[src/rtl/sip_header_value_locator_assert.svh]
// ---------------------------------------------------------------------------
// SIP header value locator assertion macros
// Shared concurrent assertion forms used by the locator modules.
// ---------------------------------------------------------------------------
`ifndef SIP_HEADER_VALUE_LOCATOR_ASSERT_SVH
`define SIP_HEADER_VALUE_LOCATOR_ASSERT_SVH

// A condition that must hold at every clock edge outside reset.
`define SHVL_ASSERT_ALWAYS(lbl, clk, rst, cond) \
   lbl: assert property (@(posedge clk) disable iff (rst) (cond)) \
      else $error("shvl: invariant violated");

// A consequence that must hold in the same cycle as its cause.
`define SHVL_ASSERT_SAME(lbl, clk, rst, ante, cons) \
   lbl: assert property (@(posedge clk) disable iff (rst) (ante) |-> (cons)) \
      else $error("shvl: same-cycle implication violated");

// A consequence that must hold in the cycle after its cause.
`define SHVL_ASSERT_NEXT(lbl, clk, rst, ante, cons) \
   lbl: assert property (@(posedge clk) disable iff (rst) (ante) |=> (cons)) \
      else $error("shvl: next-cycle implication violated");

`endif

[src/rtl/shvl_pkg.sv]
// ---------------------------------------------------------------------------
// SIP header value locator package
// Types, codes and helper functions shared by the locator modules.
// ---------------------------------------------------------------------------
package shvl_pkg;

   localparam int LONG_NAME_LIMIT = 24;
   localparam int SHORT_NAME_BYTES = 8;
   localparam int QUEUE_DEPTH = 2;

   localparam logic [7:0] CHAR_CR    = 8'h0d;
   localparam logic [7:0] CHAR_LF    = 8'h0a;
   localparam logic [7:0] CHAR_COLON = 8'h3a;
   localparam logic [7:0] CHAR_SPACE = 8'h20;
   localparam logic [7:0] CHAR_TAB   = 8'h09;

   // Configuration register indexes.
   typedef enum logic [2:0] {
      CSR_LONG_LOW   = 3'd0,
      CSR_LONG_MID   = 3'd1,
      CSR_LONG_HIGH  = 3'd2,
      CSR_LONG_LEN   = 3'd3,
      CSR_SHORT      = 3'd4,
      CSR_SHORT_LEN  = 3'd5,
      CSR_START      = 3'd6
   } csr_index_type;

   // Parser phases, one-hot.
   typedef enum logic [9:0] {
      PH_WAIT       = 10'b00_0000_0001,
      PH_SKIP       = 10'b00_0000_0010,
      PH_SKIP_CR    = 10'b00_0000_0100,
      PH_LINE_START = 10'b00_0000_1000,
      PH_NAME       = 10'b00_0001_0000,
      PH_POST_NAME  = 10'b00_0010_0000,
      PH_VAL_LWS    = 10'b00_0100_0000,
      PH_VAL_TEXT   = 10'b00_1000_0000,
      PH_VAL_CR     = 10'b01_0000_0000,
      PH_VAL_LF     = 10'b10_0000_0000
   } phase_type;

   typedef enum logic [1:0] {
      DEC_NONE = 2'd0,
      DEC_MISS = 2'd1,
      DEC_HIT  = 2'd2
   } decision_type;

   // Classification of one byte, produced by the front end.
   typedef struct packed {
      logic [7:0] folded;
      logic       blank;
      logic       cr;
      logic       lf;
      logic       colon;
      logic       content;
      logic       above_space;
      logic       final_byte;
      logic       too_long;
   } byte_class_type;

   // Configuration seen by the parser, apart from the long name bytes.
   typedef struct packed {
      logic [4:0]  long_len;
      logic [63:0] short_bytes;
      logic [3:0]  short_len;
      logic [15:0] start_offset;
   } cfg_type;

   function automatic logic [7:0] fold_case(input logic [7:0] c);
      logic [7:0] r;
      r = c;
      if (c >= 8'h41 && c <= 8'h5a) begin
         r = c + 8'd32;
      end
      return r;
   endfunction

endpackage

[src/rtl/shvl_front.sv]
// ---------------------------------------------------------------------------
// SIP header value locator front end
// Counts byte offsets within a message and classifies each accepted byte.
// ---------------------------------------------------------------------------
module shvl_front
   import shvl_pkg::*;
#(
   parameter int MAX_BUFFER_BYTES = 65535,
   parameter int OFF_W = 16
) (
   input  logic                 clock,
   input  logic                 reset,
   input  logic                 accept,
   input  logic [7:0]           data_byte,
   input  logic                 final_byte,
   output byte_class_type       byte_class,
   output logic [OFF_W-1:0]     byte_offset
);

   localparam logic [OFF_W-1:0] MAX_OFF = OFF_W'(MAX_BUFFER_BYTES);

   logic [OFF_W-1:0] offset_ff;
   logic [OFF_W-1:0] offset_in;

   always_comb begin
      offset_in = offset_ff;
      if (accept) begin
         if (final_byte) begin
            offset_in = '0;
         end else if (offset_ff < MAX_OFF) begin
            offset_in = offset_ff + OFF_W'(1);
         end
      end
   end

   always_ff @(posedge clock) begin
      if (reset) begin
         offset_ff <= '0;
      end else begin
         offset_ff <= offset_in;
      end
   end

   always_comb begin
      byte_class.folded      = fold_case(data_byte);
      byte_class.blank       = (data_byte == CHAR_SPACE) || (data_byte == CHAR_TAB);
      byte_class.cr          = (data_byte == CHAR_CR);
      byte_class.lf          = (data_byte == CHAR_LF);
      byte_class.colon       = (data_byte == CHAR_COLON);
      byte_class.content     = (data_byte == CHAR_TAB) || (data_byte >= CHAR_SPACE);
      byte_class.above_space = (data_byte > CHAR_SPACE);
      byte_class.final_byte  = final_byte;
      byte_class.too_long    = (offset_ff >= MAX_OFF);
   end

   assign byte_offset = offset_ff;

endmodule

[src/rtl/shvl_queue.sv]
// ---------------------------------------------------------------------------
// SIP header value locator queue
// Short first-in first-out queue between the front end and the parser.
// ---------------------------------------------------------------------------
`include "sip_header_value_locator_assert.svh"

module shvl_queue
   import shvl_pkg::*;
#(
   parameter int WIDTH = 32,
   parameter int DEPTH = 2
) (
   input  logic             clock,
   input  logic             reset,
   input  logic             push,
   input  logic [WIDTH-1:0] push_data,
   output logic             full,
   input  logic             pop,
   output logic             head_valid,
   output logic [WIDTH-1:0] head_data
);

   localparam int PTR_W = (DEPTH > 1) ? $clog2(DEPTH) : 1;
   localparam int CNT_W = $clog2(DEPTH + 1);
   localparam logic [PTR_W-1:0] LAST_PTR = PTR_W'(DEPTH - 1);

   logic [WIDTH-1:0] entry_ff [DEPTH];
   logic [PTR_W-1:0] wr_ptr_ff;
   logic [PTR_W-1:0] wr_ptr_in;
   logic [PTR_W-1:0] rd_ptr_ff;
   logic [PTR_W-1:0] rd_ptr_in;
   logic [CNT_W-1:0] count_ff;
   logic [CNT_W-1:0] count_in;

   assign full       = (count_ff == CNT_W'(DEPTH));
   assign head_valid = (count_ff != '0);
   assign head_data  = entry_ff[rd_ptr_ff];

   always_comb begin
      wr_ptr_in = wr_ptr_ff;
      rd_ptr_in = rd_ptr_ff;
      count_in  = count_ff;
      if (push) begin
         wr_ptr_in = (wr_ptr_ff == LAST_PTR) ? '0 : wr_ptr_ff + PTR_W'(1);
      end
      if (pop) begin
         rd_ptr_in = (rd_ptr_ff == LAST_PTR) ? '0 : rd_ptr_ff + PTR_W'(1);
      end
      if (push && !pop) begin
         count_in = count_ff + CNT_W'(1);
      end else if (pop && !push) begin
         count_in = count_ff - CNT_W'(1);
      end
   end

   always_ff @(posedge clock) begin
      if (reset) begin
         wr_ptr_ff <= '0;
         rd_ptr_ff <= '0;
         count_ff  <= '0;
      end else begin
         wr_ptr_ff <= wr_ptr_in;
         rd_ptr_ff <= rd_ptr_in;
         count_ff  <= count_in;
      end
   end

   always_ff @(posedge clock) begin
      if (push) begin
         entry_ff[wr_ptr_ff] <= push_data;
      end
   end

   `SHVL_ASSERT_ALWAYS(a_count_bound, clock, reset, count_ff <= CNT_W'(DEPTH))
   `SHVL_ASSERT_SAME(a_pop_not_empty, clock, reset, pop, count_ff != '0)
   `SHVL_ASSERT_NEXT(a_push_grows, clock, reset, push && !pop, count_ff == $past(count_ff) + 1'b1)

endmodule

[src/rtl/shvl_back.sv]
// ---------------------------------------------------------------------------
// SIP header value locator parser
// Runs the header parser on classified bytes and holds the result register.
// ---------------------------------------------------------------------------
`include "sip_header_value_locator_assert.svh"

module shvl_back
   import shvl_pkg::*;
#(
   parameter int OFF_W = 16,
   parameter int LONG_STORE = 24
) (
   input  logic                 clock,
   input  logic                 reset,
   input  cfg_type              cfg,
   input  logic [7:0]           long_bytes [LONG_STORE],
   input  logic                 head_valid,
   input  byte_class_type       head_class,
   input  logic [OFF_W-1:0]     head_offset,
   output logic                 pop,
   output logic                 rsp_valid,
   input  logic                 rsp_stall,
   output logic                 rsp_found,
   output logic [15:0]          rsp_value_start,
   output logic [15:0]          rsp_value_end,
   output logic                 rsp_too_long
);

   localparam int EXT_W = (OFF_W > 16) ? OFF_W : 16;
   localparam int LIDX_W = (LONG_STORE > 1) ? $clog2(LONG_STORE) : 1;

   phase_type    phase_ff;
   phase_type    phase_in;
   phase_type    work_phase;
   logic [4:0]   pos_ff;
   logic [4:0]   pos_in;
   logic         lm_ff;
   logic         lm_in;
   logic         sm_ff;
   logic         sm_in;
   logic [15:0]  vb_ff;
   logic [15:0]  vb_in;
   logic [1:0]   lbs_ff;
   logic [1:0]   lbs_in;
   logic         given_ff;

   logic         rsp_valid_ff;
   logic         found_ff;
   logic [15:0]  start_ff;
   logic [15:0]  end_ff;
   logic         too_long_ff;

   logic [15:0]  off16;
   logic         start_hit;
   logic [4:0]   cmp_pos;
   logic         fresh_name;
   logic [7:0]   long_char;
   logic [7:0]   short_char;
   logic         long_ok;
   logic         short_ok;
   logic         name_hit;
   decision_type dec;
   logic         emit_too_long;
   logic [15:0]  stop;
   logic         skip_class;
   logic         line_class;
   logic         do_cmp;
   logic         do_colon;
   logic         do_text;
   logic         emit;
   logic         out_free;

   assign off16     = 16'(head_offset);
   assign start_hit = (EXT_W'(head_offset) == EXT_W'(cfg.start_offset));

   // Name comparison: the first character of a line compares at position zero.
   assign fresh_name = (phase_ff != PH_NAME);
   assign cmp_pos    = fresh_name ? 5'd0 : pos_ff;
   assign long_char  = long_bytes[cmp_pos[LIDX_W-1:0]];
   assign short_char = cfg.short_bytes[{cmp_pos[2:0], 3'b000} +: 8];
   assign long_ok    = (cmp_pos < 5'(LONG_STORE)) && (cmp_pos < cfg.long_len) &&
                       (fold_case(long_char) == head_class.folded);
   assign short_ok   = (cmp_pos < 5'(SHORT_NAME_BYTES)) && (cmp_pos < {1'b0, cfg.short_len}) &&
                       (fold_case(short_char) == head_class.folded);
   assign name_hit   = (sm_ff && (pos_ff == {1'b0, cfg.short_len})) ||
                       (lm_ff && (pos_ff == cfg.long_len));

   always_comb begin
      phase_in      = phase_ff;
      pos_in        = pos_ff;
      lm_in         = lm_ff;
      sm_in         = sm_ff;
      vb_in         = vb_ff;
      lbs_in        = lbs_ff;
      stop          = '0;
      dec           = DEC_NONE;
      emit_too_long = 1'b0;
      work_phase    = phase_ff;
      skip_class    = 1'b0;
      line_class    = 1'b0;
      do_cmp        = 1'b0;
      do_colon      = 1'b0;
      do_text       = 1'b0;
      if (!given_ff) begin
         if (head_class.too_long) begin
            dec           = DEC_MISS;
            emit_too_long = 1'b1;
         end else begin
            if (phase_ff == PH_WAIT && start_hit) begin
               work_phase = PH_SKIP;
            end
            phase_in = work_phase;
            case (work_phase)
               PH_SKIP: begin
                  skip_class = 1'b1;
               end
               PH_SKIP_CR: begin
                  if (head_class.lf) begin
                     phase_in = PH_LINE_START;
                  end else begin
                     line_class = 1'b1;
                  end
               end
               PH_LINE_START: begin
                  line_class = 1'b1;
               end
               PH_NAME: begin
                  if (head_class.above_space && !head_class.colon) begin
                     do_cmp = 1'b1;
                  end else if (head_class.colon) begin
                     do_colon = 1'b1;
                  end else if (head_class.blank) begin
                     phase_in = PH_POST_NAME;
                  end else begin
                     skip_class = 1'b1;
                  end
               end
               PH_POST_NAME: begin
                  if (head_class.colon) begin
                     do_colon = 1'b1;
                  end else if (!head_class.blank) begin
                     skip_class = 1'b1;
                  end
               end
               PH_VAL_LWS: begin
                  if (!head_class.blank) begin
                     vb_in   = off16;
                     do_text = 1'b1;
                  end
               end
               PH_VAL_TEXT: begin
                  do_text = 1'b1;
               end
               PH_VAL_CR: begin
                  if (head_class.lf) begin
                     phase_in = PH_VAL_LF;
                     lbs_in   = 2'd2;
                  end else if (head_class.blank) begin
                     phase_in = PH_VAL_TEXT;
                  end else begin
                     stop = off16 - 16'd1;
                     dec  = DEC_HIT;
                  end
               end
               PH_VAL_LF: begin
                  if (head_class.blank) begin
                     phase_in = PH_VAL_TEXT;
                  end else begin
                     stop = off16 - {14'd0, lbs_ff};
                     dec  = DEC_HIT;
                  end
               end
               default: begin
               end
            endcase

            if (line_class) begin
               if (head_class.blank) begin
                  phase_in = PH_SKIP;
               end else if (!head_class.above_space || head_class.colon) begin
                  dec = DEC_MISS;
               end else begin
                  do_cmp   = 1'b1;
                  phase_in = PH_NAME;
               end
            end

            if (skip_class) begin
               if (head_class.content) begin
                  phase_in = PH_SKIP;
               end else if (head_class.cr) begin
                  phase_in = PH_SKIP_CR;
               end else if (head_class.lf) begin
                  phase_in = PH_LINE_START;
               end else begin
                  dec = DEC_MISS;
               end
            end

            if (do_cmp) begin
               lm_in  = (fresh_name || lm_ff) && long_ok;
               sm_in  = (fresh_name || sm_ff) && short_ok;
               pos_in = (cmp_pos < 5'd31) ? cmp_pos + 5'd1 : cmp_pos;
            end

            if (do_colon) begin
               phase_in = name_hit ? PH_VAL_LWS : PH_SKIP;
            end

            if (do_text) begin
               if (head_class.content) begin
                  phase_in = PH_VAL_TEXT;
               end else if (head_class.cr) begin
                  phase_in = PH_VAL_CR;
                  lbs_in   = 2'd1;
               end else if (head_class.lf) begin
                  phase_in = PH_VAL_LF;
                  lbs_in   = 2'd1;
               end else begin
                  stop = off16;
                  dec  = DEC_HIT;
               end
            end

            // The last byte of the buffer decides whatever is still open.
            if (dec == DEC_NONE && head_class.final_byte) begin
               case (phase_in)
                  PH_VAL_LWS: begin
                     vb_in = off16 + 16'd1;
                     stop  = off16 + 16'd1;
                     dec   = DEC_HIT;
                  end
                  PH_VAL_TEXT: begin
                     stop = off16 + 16'd1;
                     dec  = DEC_HIT;
                  end
                  PH_VAL_CR, PH_VAL_LF: begin
                     stop = off16 + 16'd1 - {14'd0, lbs_in};
                     dec  = DEC_HIT;
                  end
                  default: begin
                     dec = DEC_MISS;
                  end
               endcase
            end
         end
      end
   end

   assign emit     = (dec != DEC_NONE);
   assign out_free = !rsp_valid_ff || !rsp_stall;
   assign pop      = head_valid && (!emit || out_free);

   always_ff @(posedge clock) begin
      if (reset) begin
         phase_ff <= PH_WAIT;
         pos_ff   <= '0;
         lm_ff    <= 1'b1;
         sm_ff    <= 1'b1;
         vb_ff    <= '0;
         lbs_ff   <= '0;
         given_ff <= 1'b0;
      end else if (pop) begin
         if (head_class.final_byte) begin
            phase_ff <= PH_WAIT;
            pos_ff   <= '0;
            lm_ff    <= 1'b1;
            sm_ff    <= 1'b1;
            vb_ff    <= '0;
            lbs_ff   <= '0;
            given_ff <= 1'b0;
         end else begin
            phase_ff <= phase_in;
            pos_ff   <= pos_in;
            lm_ff    <= lm_in;
            sm_ff    <= sm_in;
            vb_ff    <= vb_in;
            lbs_ff   <= lbs_in;
            given_ff <= given_ff || emit;
         end
      end
   end

   always_ff @(posedge clock) begin
      if (reset) begin
         rsp_valid_ff <= 1'b0;
      end else if (pop && emit) begin
         rsp_valid_ff <= 1'b1;
      end else if (!rsp_stall) begin
         rsp_valid_ff <= 1'b0;
      end
   end

   always_ff @(posedge clock) begin
      if (pop && emit) begin
         found_ff    <= (dec == DEC_HIT);
         start_ff    <= (dec == DEC_HIT) ? vb_in : 16'd0;
         end_ff      <= (dec == DEC_HIT) ? stop : 16'd0;
         too_long_ff <= emit_too_long;
      end
   end

   assign rsp_valid       = rsp_valid_ff;
   assign rsp_found       = found_ff;
   assign rsp_value_start = start_ff;
   assign rsp_value_end   = end_ff;
   assign rsp_too_long    = too_long_ff;

   `SHVL_ASSERT_SAME(a_found_not_long, clock, reset, rsp_valid_ff && found_ff, !too_long_ff)
   `SHVL_ASSERT_SAME(a_miss_zero, clock, reset, rsp_valid_ff && !found_ff, start_ff == '0 && end_ff == '0)
   `SHVL_ASSERT_NEXT(a_one_result, clock, reset, pop && emit && !head_class.final_byte, given_ff)
   `SHVL_ASSERT_SAME(a_load_free, clock, reset, pop && emit, !rsp_valid_ff || !rsp_stall)

endmodule

[src/rtl/sip_header_value_locator.sv]
// ---------------------------------------------------------------------------
// SIP header value locator
// Finds a named header in a SIP message streamed one byte per transaction.
// ---------------------------------------------------------------------------
//
//   Channel  Handshake            Carries
//   req_     req_valid/req_stall  data_byte, final_byte (one message byte)
//   rsp_     rsp_valid/rsp_stall  found, value_start, value_end, too_long
//   csr_     csr_valid/csr_ready  index, data (one configuration register)
//
// One byte is taken in every cycle while the queue is not full; the parser
// state machine handles one byte per cycle unless a result is held up by
// rsp_stall, and that sets the sustained rate. The deciding byte is written
// into the queue, decided from the queue head, and rsp_valid is registered when it is popped.
// Reset is synchronous and active high; no clearing pass is needed after it.
// A stalled result holds in the output register while the parser carries on
// with bytes that give no result; bytes wait in a two-entry queue otherwise.
//
// The front end counts offsets and classifies each byte (case folding,
// blanks, line ends, colon). The parser in the back end skips the line that
// holds the start offset, compares header names against the long and the
// short name, and tracks the value through folded lines. Exactly one result
// transaction is produced per message; bytes after it are dropped until the
// final byte, after which a new message starts at offset zero.
// ---------------------------------------------------------------------------
module sip_header_value_locator
   import shvl_pkg::*;
#(
   parameter int MAX_BUFFER_BYTES = 65535,
   parameter int NAME_BYTES = 24
) (
   input  logic        clock,
   input  logic        reset,

   input  logic        req_valid,
   output logic        req_stall,
   input  logic [7:0]  req_data_byte,
   input  logic        req_final_byte,

   output logic        rsp_valid,
   input  logic        rsp_stall,
   output logic        rsp_found,
   output logic [15:0] rsp_value_start,
   output logic [15:0] rsp_value_end,
   output logic        rsp_too_long,

   input  logic        csr_valid,
   output logic        csr_ready,
   input  logic [2:0]  csr_index,
   input  logic [63:0] csr_data
);

   // Offsets saturate at the buffer limit, so the counter must hold it.
   localparam int OFF_W = $clog2(MAX_BUFFER_BYTES + 1);
   // Only the long name characters that can ever match are stored.
   localparam int LONG_STORE = (NAME_BYTES < LONG_NAME_LIMIT) ? NAME_BYTES : LONG_NAME_LIMIT;
   localparam int CLASS_W = $bits(byte_class_type);
   localparam int ENTRY_W = CLASS_W + OFF_W;

   logic             csr_write;
   cfg_type          cfg_ff;
   logic [7:0]       long_ff [LONG_STORE];

   logic             req_accept;
   byte_class_type   front_class;
   logic [OFF_W-1:0] front_offset;
   logic             queue_full;
   logic             head_valid;
   logic [ENTRY_W-1:0] head_data;
   byte_class_type   head_class;
   logic [OFF_W-1:0] head_offset;
   logic             pop;

   // Configuration registers. Writes are always taken.
   assign csr_ready = 1'b1;
   assign csr_write = csr_valid && csr_ready;

   always_ff @(posedge clock) begin
      if (reset) begin
         cfg_ff <= '0;
      end else if (csr_write) begin
         case (csr_index)
            CSR_LONG_LEN:  cfg_ff.long_len     <= csr_data[4:0];
            CSR_SHORT:     cfg_ff.short_bytes  <= csr_data;
            CSR_SHORT_LEN: cfg_ff.short_len    <= csr_data[3:0];
            CSR_START:     cfg_ff.start_offset <= csr_data[15:0];
            default: begin
            end
         endcase
      end
   end

   // Each stored long name character belongs to one of three 64-bit words.
   for (genvar i = 0; i < LONG_STORE; i++) begin : g_long
      localparam logic [2:0] WORD_IDX = (i / 8 == 0) ? CSR_LONG_LOW :
                                        (i / 8 == 1) ? CSR_LONG_MID : CSR_LONG_HIGH;
      always_ff @(posedge clock) begin
         if (reset) begin
            long_ff[i] <= '0;
         end else if (csr_write && csr_index == WORD_IDX) begin
            long_ff[i] <= csr_data[(i % 8) * 8 +: 8];
         end
      end
   end

   assign req_stall  = queue_full;
   assign req_accept = req_valid && !req_stall;

   shvl_front #(
      .MAX_BUFFER_BYTES (MAX_BUFFER_BYTES),
      .OFF_W            (OFF_W)
   ) u_front (
      .clock       (clock),
      .reset       (reset),
      .accept      (req_accept),
      .data_byte   (req_data_byte),
      .final_byte  (req_final_byte),
      .byte_class  (front_class),
      .byte_offset (front_offset)
   );

   shvl_queue #(
      .WIDTH (ENTRY_W),
      .DEPTH (QUEUE_DEPTH)
   ) u_queue (
      .clock      (clock),
      .reset      (reset),
      .push       (req_accept),
      .push_data  ({front_class, front_offset}),
      .full       (queue_full),
      .pop        (pop),
      .head_valid (head_valid),
      .head_data  (head_data)
   );

   assign head_class  = byte_class_type'(head_data[ENTRY_W-1:OFF_W]);
   assign head_offset = head_data[OFF_W-1:0];

   shvl_back #(
      .OFF_W      (OFF_W),
      .LONG_STORE (LONG_STORE)
   ) u_back (
      .clock           (clock),
      .reset           (reset),
      .cfg             (cfg_ff),
      .long_bytes      (long_ff),
      .head_valid      (head_valid),
      .head_class      (head_class),
      .head_offset     (head_offset),
      .pop             (pop),
      .rsp_valid       (rsp_valid),
      .rsp_stall       (rsp_stall),
      .rsp_found       (rsp_found),
      .rsp_value_start (rsp_value_start),
      .rsp_value_end   (rsp_value_end),
      .rsp_too_long    (rsp_too_long)
   );

endmodule

[config.mk]
export PLATFORM = sky130hd
export DESIGN_NAME = sip_header_value_locator
export DESIGN_NICKNAME = d
export VERILOG_FILES = /design/src/rtl/shvl_pkg.sv /design/src/rtl/shvl_front.sv /design/src/rtl/shvl_queue.sv /design/src/rtl/shvl_back.sv /design/src/rtl/sip_header_value_locator.sv
export VERILOG_INCLUDE_DIRS = /design/src /design/src/rtl
export SDC_FILE = /design/constraint.sdc
export NUM_CORES = 1
export LEC_CHECK = 0
export ABC_AREA = 1
export BUFFER_PORTS_ARGS = -buffer_cell sky130_fd_sc_hd__buf_2
export CAP_MARGIN = 20
export CORE_MARGIN = 3
export CORE_UTILIZATION = 40
export CTS_CLUSTER_SIZE = 24
export DETAILED_ROUTE_END_ITERATION = 8
export PLACE_DENSITY = 0.66
export SLEW_MARGIN = 20
export SYNTH_ARGS = -nofsm -noshare
export SYNTH_HDL_FRONTEND = slang
export SYNTH_SLANG_ARGS = --single-unit
[constraint.sdc]
create_clock -name clock -period 9.7 [get_ports clock]
set_input_delay 1.94 -clock clock [delete_from_list [all_inputs] [get_ports clock]]
set_output_delay 1.94 -clock clock [all_outputs]
set_load 0.02 [all_outputs]
# Word-level counts from Yosys, hierarchy flattened
# Memory sizes are Yosys's and may differ from the RTL's. A register that Yosys moved wholly into a read port is not among the register bits.
# Cells that the tools add are included.
word_totals:
  elab_cells: 305
  n_memories: 1
  regBits: 372
  ramBits: 64
  inputBits: 81
memory_table:
  columns: ["name", "words", "word_bits", "rd", "rd_ports_with_merged_regs", "wr", "line", "rtl"]
  rows:
  - ["u_queue.entry_ff", 2, 32, 1, 1, 1, "shvl_queue.sv:27", "logic [WIDTH-1:0] entry_ff [DEPTH];"]
classes:
  n_bitwise: 2
  n_lt_le_gt_ge: 16
  reduce_logical: 57
  n_eq_ne: 36
  n_mux: 135
  add_sub_neg: 13
  shifts: 1
op_table:
  columns: ["op", "count"]
  rows:
  - ["$mux W16", 17]
  - ["$mux W10", 26]
  - ["$mux W2", 32]
  - ["$pmux W16 S2", 2]
  - ["$shiftx A64 B7 Y8", 1]
  - ["$bmux W8 S5", 1]
  - ["$mux W8", 5]
  - ["$pmux W10 S4", 1]
  - ["$mux W1", 39]
  - ["$add A16 B1 Y16 const B", 2]
  - ["$sub A16 B2 Y16", 2]
  - ["$mux W5", 6]
  - ["$add A8 B6 Y8 const B", 3]
  - ["$eq A8 B4 Y1 const B", 3]
  - ["$ge A8 B7 Y1 const B", 3]
  - ["$le A8 B7 Y1 const B", 3]
  - ["$logic_and A1 B1 Y1", 22]
  - ["$eq A10 B10 Y1 const B", 2]
  - ["$eq A10 B7 Y1 const B", 2]
  - ["$eq A10 B8 Y1 const B", 2]
  - ["$eq A10 B9 Y1 const B", 2]
  - ["$eq A16 B16 Y1", 1]
  - ["$eq A8 B6 Y1 const B", 2]
  - ["$eq A8 B8 Y1", 2]
  - ["other kinds (46)", 79]

# Longest topological paths before layout
depth:
  word_depth: 36
  mapped_depth: 33

# Modules after synthesis
# Synthesis repeated with hierarchy kept, for this count alone.
hier_totals:
  hier_cells: 3650
  area_unflattened_um2: 24596.1
by_module_without_submodules:
  columns: ["module", "area_per_inst_um2", "instances", "cells_each"]
  rows:
  - ["sip_header_value_locator", 11078.1, 1, 1612]
  - ["shvl_back", 9479.1, 1, 1663]
  - ["shvl_queue", 2692.6, 1, 133]
  - ["shvl_front", 1346.3, 1, 242]

# Worst setup path before layout
# No wires, ideal clock.
synth_timing:
  path_type: "input to register"
  start: "input port req_valid"
  end: "memory u_queue.entry_ff[1][0], enable pin"
  t_required_ps: 9277
  slack_ps: 5754
  stages: 2
  setup_ps: 423
  t_arrival_ps: 3523
  cell_sequence: "o21ai_0 > nor2_1"
synth_between:
  elab_chain_cells: 3
synth_rtl:
  columns: ["element", "line", "rtl"]
  rows:
  - ["start: declaration", "sip_header_value_locator.sv:35", "input logic req_valid,"]
  - ["$logic_and A1 B1 Y1", "sip_header_value_locator.sv:107", "assign req_accept = req_valid && !req_stall;"]
  - ["$mux W1", "shvl_queue.sv:69", "if (push) begin"]
  - ["$mux W1 (implied by the code)", "shvl_queue.sv:70", "entry_ff[wr_ptr_ff] <= push_data;"]
  - ["end: declaration", "shvl_queue.sv:27", null]
# No other way between the ends.

==> run metrics <==
die area=59100 um^2; Post-CTS Hold Fix Bufs=0; unique cell type count in the Yosys netlist=67; Peak Freq=0.188 GHz; Cell Chain, Critical Path=buf_4, inv_6, nand2_1, and2_1, nand4_1, inv_1, o21ai_0, o21ai_0, o21ai_1, nand2_1, inv_1, nor2_1, nand2_2, nand3_2, nand2_1, nand2_1, nand2_2, nand2_4, nand2_4, inv_8, nand2_1, inv_1, buf_4; synthesized net count=3206; final slew viol count=0; via count=21400; Hold Path Origin=long_ff[92]$_SDFFE_PP0P_; share of layout cells above drive strength 1=0.105; Final TNS setup=0 ns; area of the core=55400 um^2; Final Core Density=0.455; LEAKAGE=10.5 nW; crit path DAT=5.58 ns; Detailed Route Iter0 Violations=2313; Final Wtd Congestion=0.968; M3 GR Usage=0.0439; Die Height=243 um; hpwl dp=48.9 mm; grt ovf=0; Final period util=0.550; nets@finish=3230; pin count of the biggest net entering global routing=111; H-tree depth=2; slowest CP cell=inv_1; Max Cap Viol=0; hold crit path type=register to register; number of buffers added on ports=116; final period demand of the worst path=5.33 ns; CTS resizes=0; count of final setup violators=0; Post-Syn Instances=3103; status=completed; DRT antenna net count=0; CP Buf/Inv Count=7; number of global-route vias before repair=19500; gr busiest metal=met2; most frequent CP cell=nand2_1; RSZ-0062 raised after global routing=no; clock sink count=437; first-pass GRT wire length=114 mm; Critical Path Start Type=register; via/cell ratio=5.46; die width=243 um; Async S/R FF share, synth=0; Relative slew margins=0.341; DR pass1 iterations=6; Power Density=230 nW/um^2; DRC Markers=0; Yosys top cell by area=dfxtp_1; mean area per synthesized cell=7.25 um^2; grt met1 use=0.338; Seq/Total Area, Yosys=0.432; Post-Syn Area=22500 um^2; critical path required time=9.95 ns; WL/cell=18.8 um; CP Max Fanout=46; # rows=86; register bit total from synthesis=437; leading cell type in the layout, fill and taps excluded=nor2_1; Layout area overhead=12.1%; YS warnings=0; I/O Pins=118; Total GRT Usage=0.242; Setup crit end kind=register; TritonCTS clock tree=done; Top delay family on crit path=simple AND/OR/NAND/NOR gates; final hold violations=0; CTS Buffer Depth=3; commonest non-fill, non-tap cells in the layout=nor2_1, nand2_1, o21ai_0; critical path class=register to register; CTS Buf Count=49; Area contributors post-synth=dfxtp_1, edfxtp_1, nor2_1; Post-CTS Setup Repair Bufs=0; met2 Use GR=0.377; transition time of the tightest slew-check pin=0.985 ns; starting density of the core=0.406; Reg clk slew, reported paths=0.06 ns; share of the synthesized area in the top cell type=0.302; number of synthesized flops with an enable pin=98; Fin Clk Skew=0.0543 ns; Clock Tree Root=clkbuf_16; clk_lat worst skew=0.63 ns; antenna violations before repair=3; Routed WL=73.6 mm; Max VDD drop=140 uV; Primary FF master, synth=dfxtp_1; Crit path largest cell delay=0.56 ns
-- synth_stat cells (all sizes together), types with 9 or more instances --
library cell	instances
nor2	723
nand2	481
o21ai	403
dfxtp	339
inv	236
nand3	179
clkbuf	129
a21oi	123
edfxtp	98
o221ai	59
xor2	45
buf	40
o211ai	35
nor3	33
o22ai	28
ha	20
nand4	15
or2	15
a221oi	12
a32o	12
clkinv	9
nor4	9
o21bai	9
-- routing by layer --
metal / vias to the layer above / routed length [um]
met4: 2 / 2430
li1: 10400 / -
met1: 9949 / 32800
met2: 892 / 32300
met5: - / 20
met3: 135 / 6090
-- worst reg2reg max path, cell delays in order, from the launching register on --
cell and delay, ns:
dfxtp_2 0.31, buf_4 0.47, inv_6 0.26, nand2_1 0.11, and2_1 0.37, nand4_1 0.50
inv_1 0.56, o21ai_0 0.23, o21ai_0 0.11, o21ai_1 0.12, nand2_1 0.10, inv_1 0.05
nor2_1 0.12, nand2_2 0.24, nand3_2 0.16, nand2_1 0.06, nand2_1 0.07, nand2_2 0.07
nand2_4 0.09, nand2_4 0.16, inv_8 0.24, nand2_1 0.15, inv_1 0.07, buf_4 0.35
-- metrics by stage --
| step | hold WS [ns] | cell area (um^2) | power, W | setup WS, ns | instances |
|---|---|---|---|---|---|
| finish | 0.455 | 25200 | 0.00581 | 4.37 | 3916 |
| global route | 0.474 | 25200 | 0.00609 | 3.95 | 3914 |
| CTS | 0.456 | 25200 | 0.00581 | 4.39 | 3914 |
| detailed placement | 0.443 | 23500 | 0.00389 | 4.39 | 3824 |
| global placement | 0.437 | 23500 | 0.00389 | 4.45 | 3824 |
| floorplan | 0.425 | 22500 | 0.00344 | 5.75 | 3103 |
-- state kept, by name, summed over array words and instances, names as in the netlist, named ones only --
name                    flops
cfg_ff                     89
u_back.sm_ff                1
u_back.vb_ff               16
u_back.rsp_found            1
u_queue.wr_ptr_ff           1
u_queue.entry_ff           64
u_queue.rd_ptr_ff           1
u_queue.count_ff            2
long_ff                   192
u_back.rsp_value_end       16
u_back.rsp_valid            1
u_back.rsp_value_start     16
u_back.pos_ff               5
u_back.phase_ff            10
u_back.rsp_too_long         1
u_back.given_ff             1
u_front.byte_offset        16
u_back.lm_ff                1
u_back.lbs_ff               2
-- kinds of logic after synthesis --
logic type / share of synthesized area
buffers and inverters: 0.0746
flip-flops: 0.432
adder cells (fa/ha/maj): 0.0129
AND/OR/NAND/NOR: 0.274
AO/OA/AOI/OAI: 0.185
other: 0.000167
multiplexers: 0.00133
XOR/XNOR: 0.0202
-- final cells by class --
class / instances / area (um^2)
antenna: 2 / 5.00
clock buffer: 71 / 1440
clock inverter: 19 / 253
fill: 5553 / 30200
inverter: 245 / 940
multi-input combinational: 2252 / 11100
sequential: 437 / 9730
tap: 748 / 936
timing repair buffer: 142 / 776
-- where the power goes --
part,internal (W),total (W),switching [W]
logic,0.000460,0.00172,0.00126
registers,0.00207,0.00215,0.0000834
clock network,0.00112,0.00193,0.000806
-- worst paths after layout --
path	to	slack [ns]	cells after the start
worst max register to register	u_back.rsp_value_end[6]$_SDFFCE_PP0P_	4.37	23
worst min-delay path	long_ff[92]$_SDFFE_PP0P_	0.45	2
worst max-delay path	u_back.rsp_value_end[6]$_SDFFCE_PP0P_	4.37	23
worst min register to register	long_ff[92]$_SDFFE_PP0P_	0.45	2
Power figures use the tool's default switching activity.
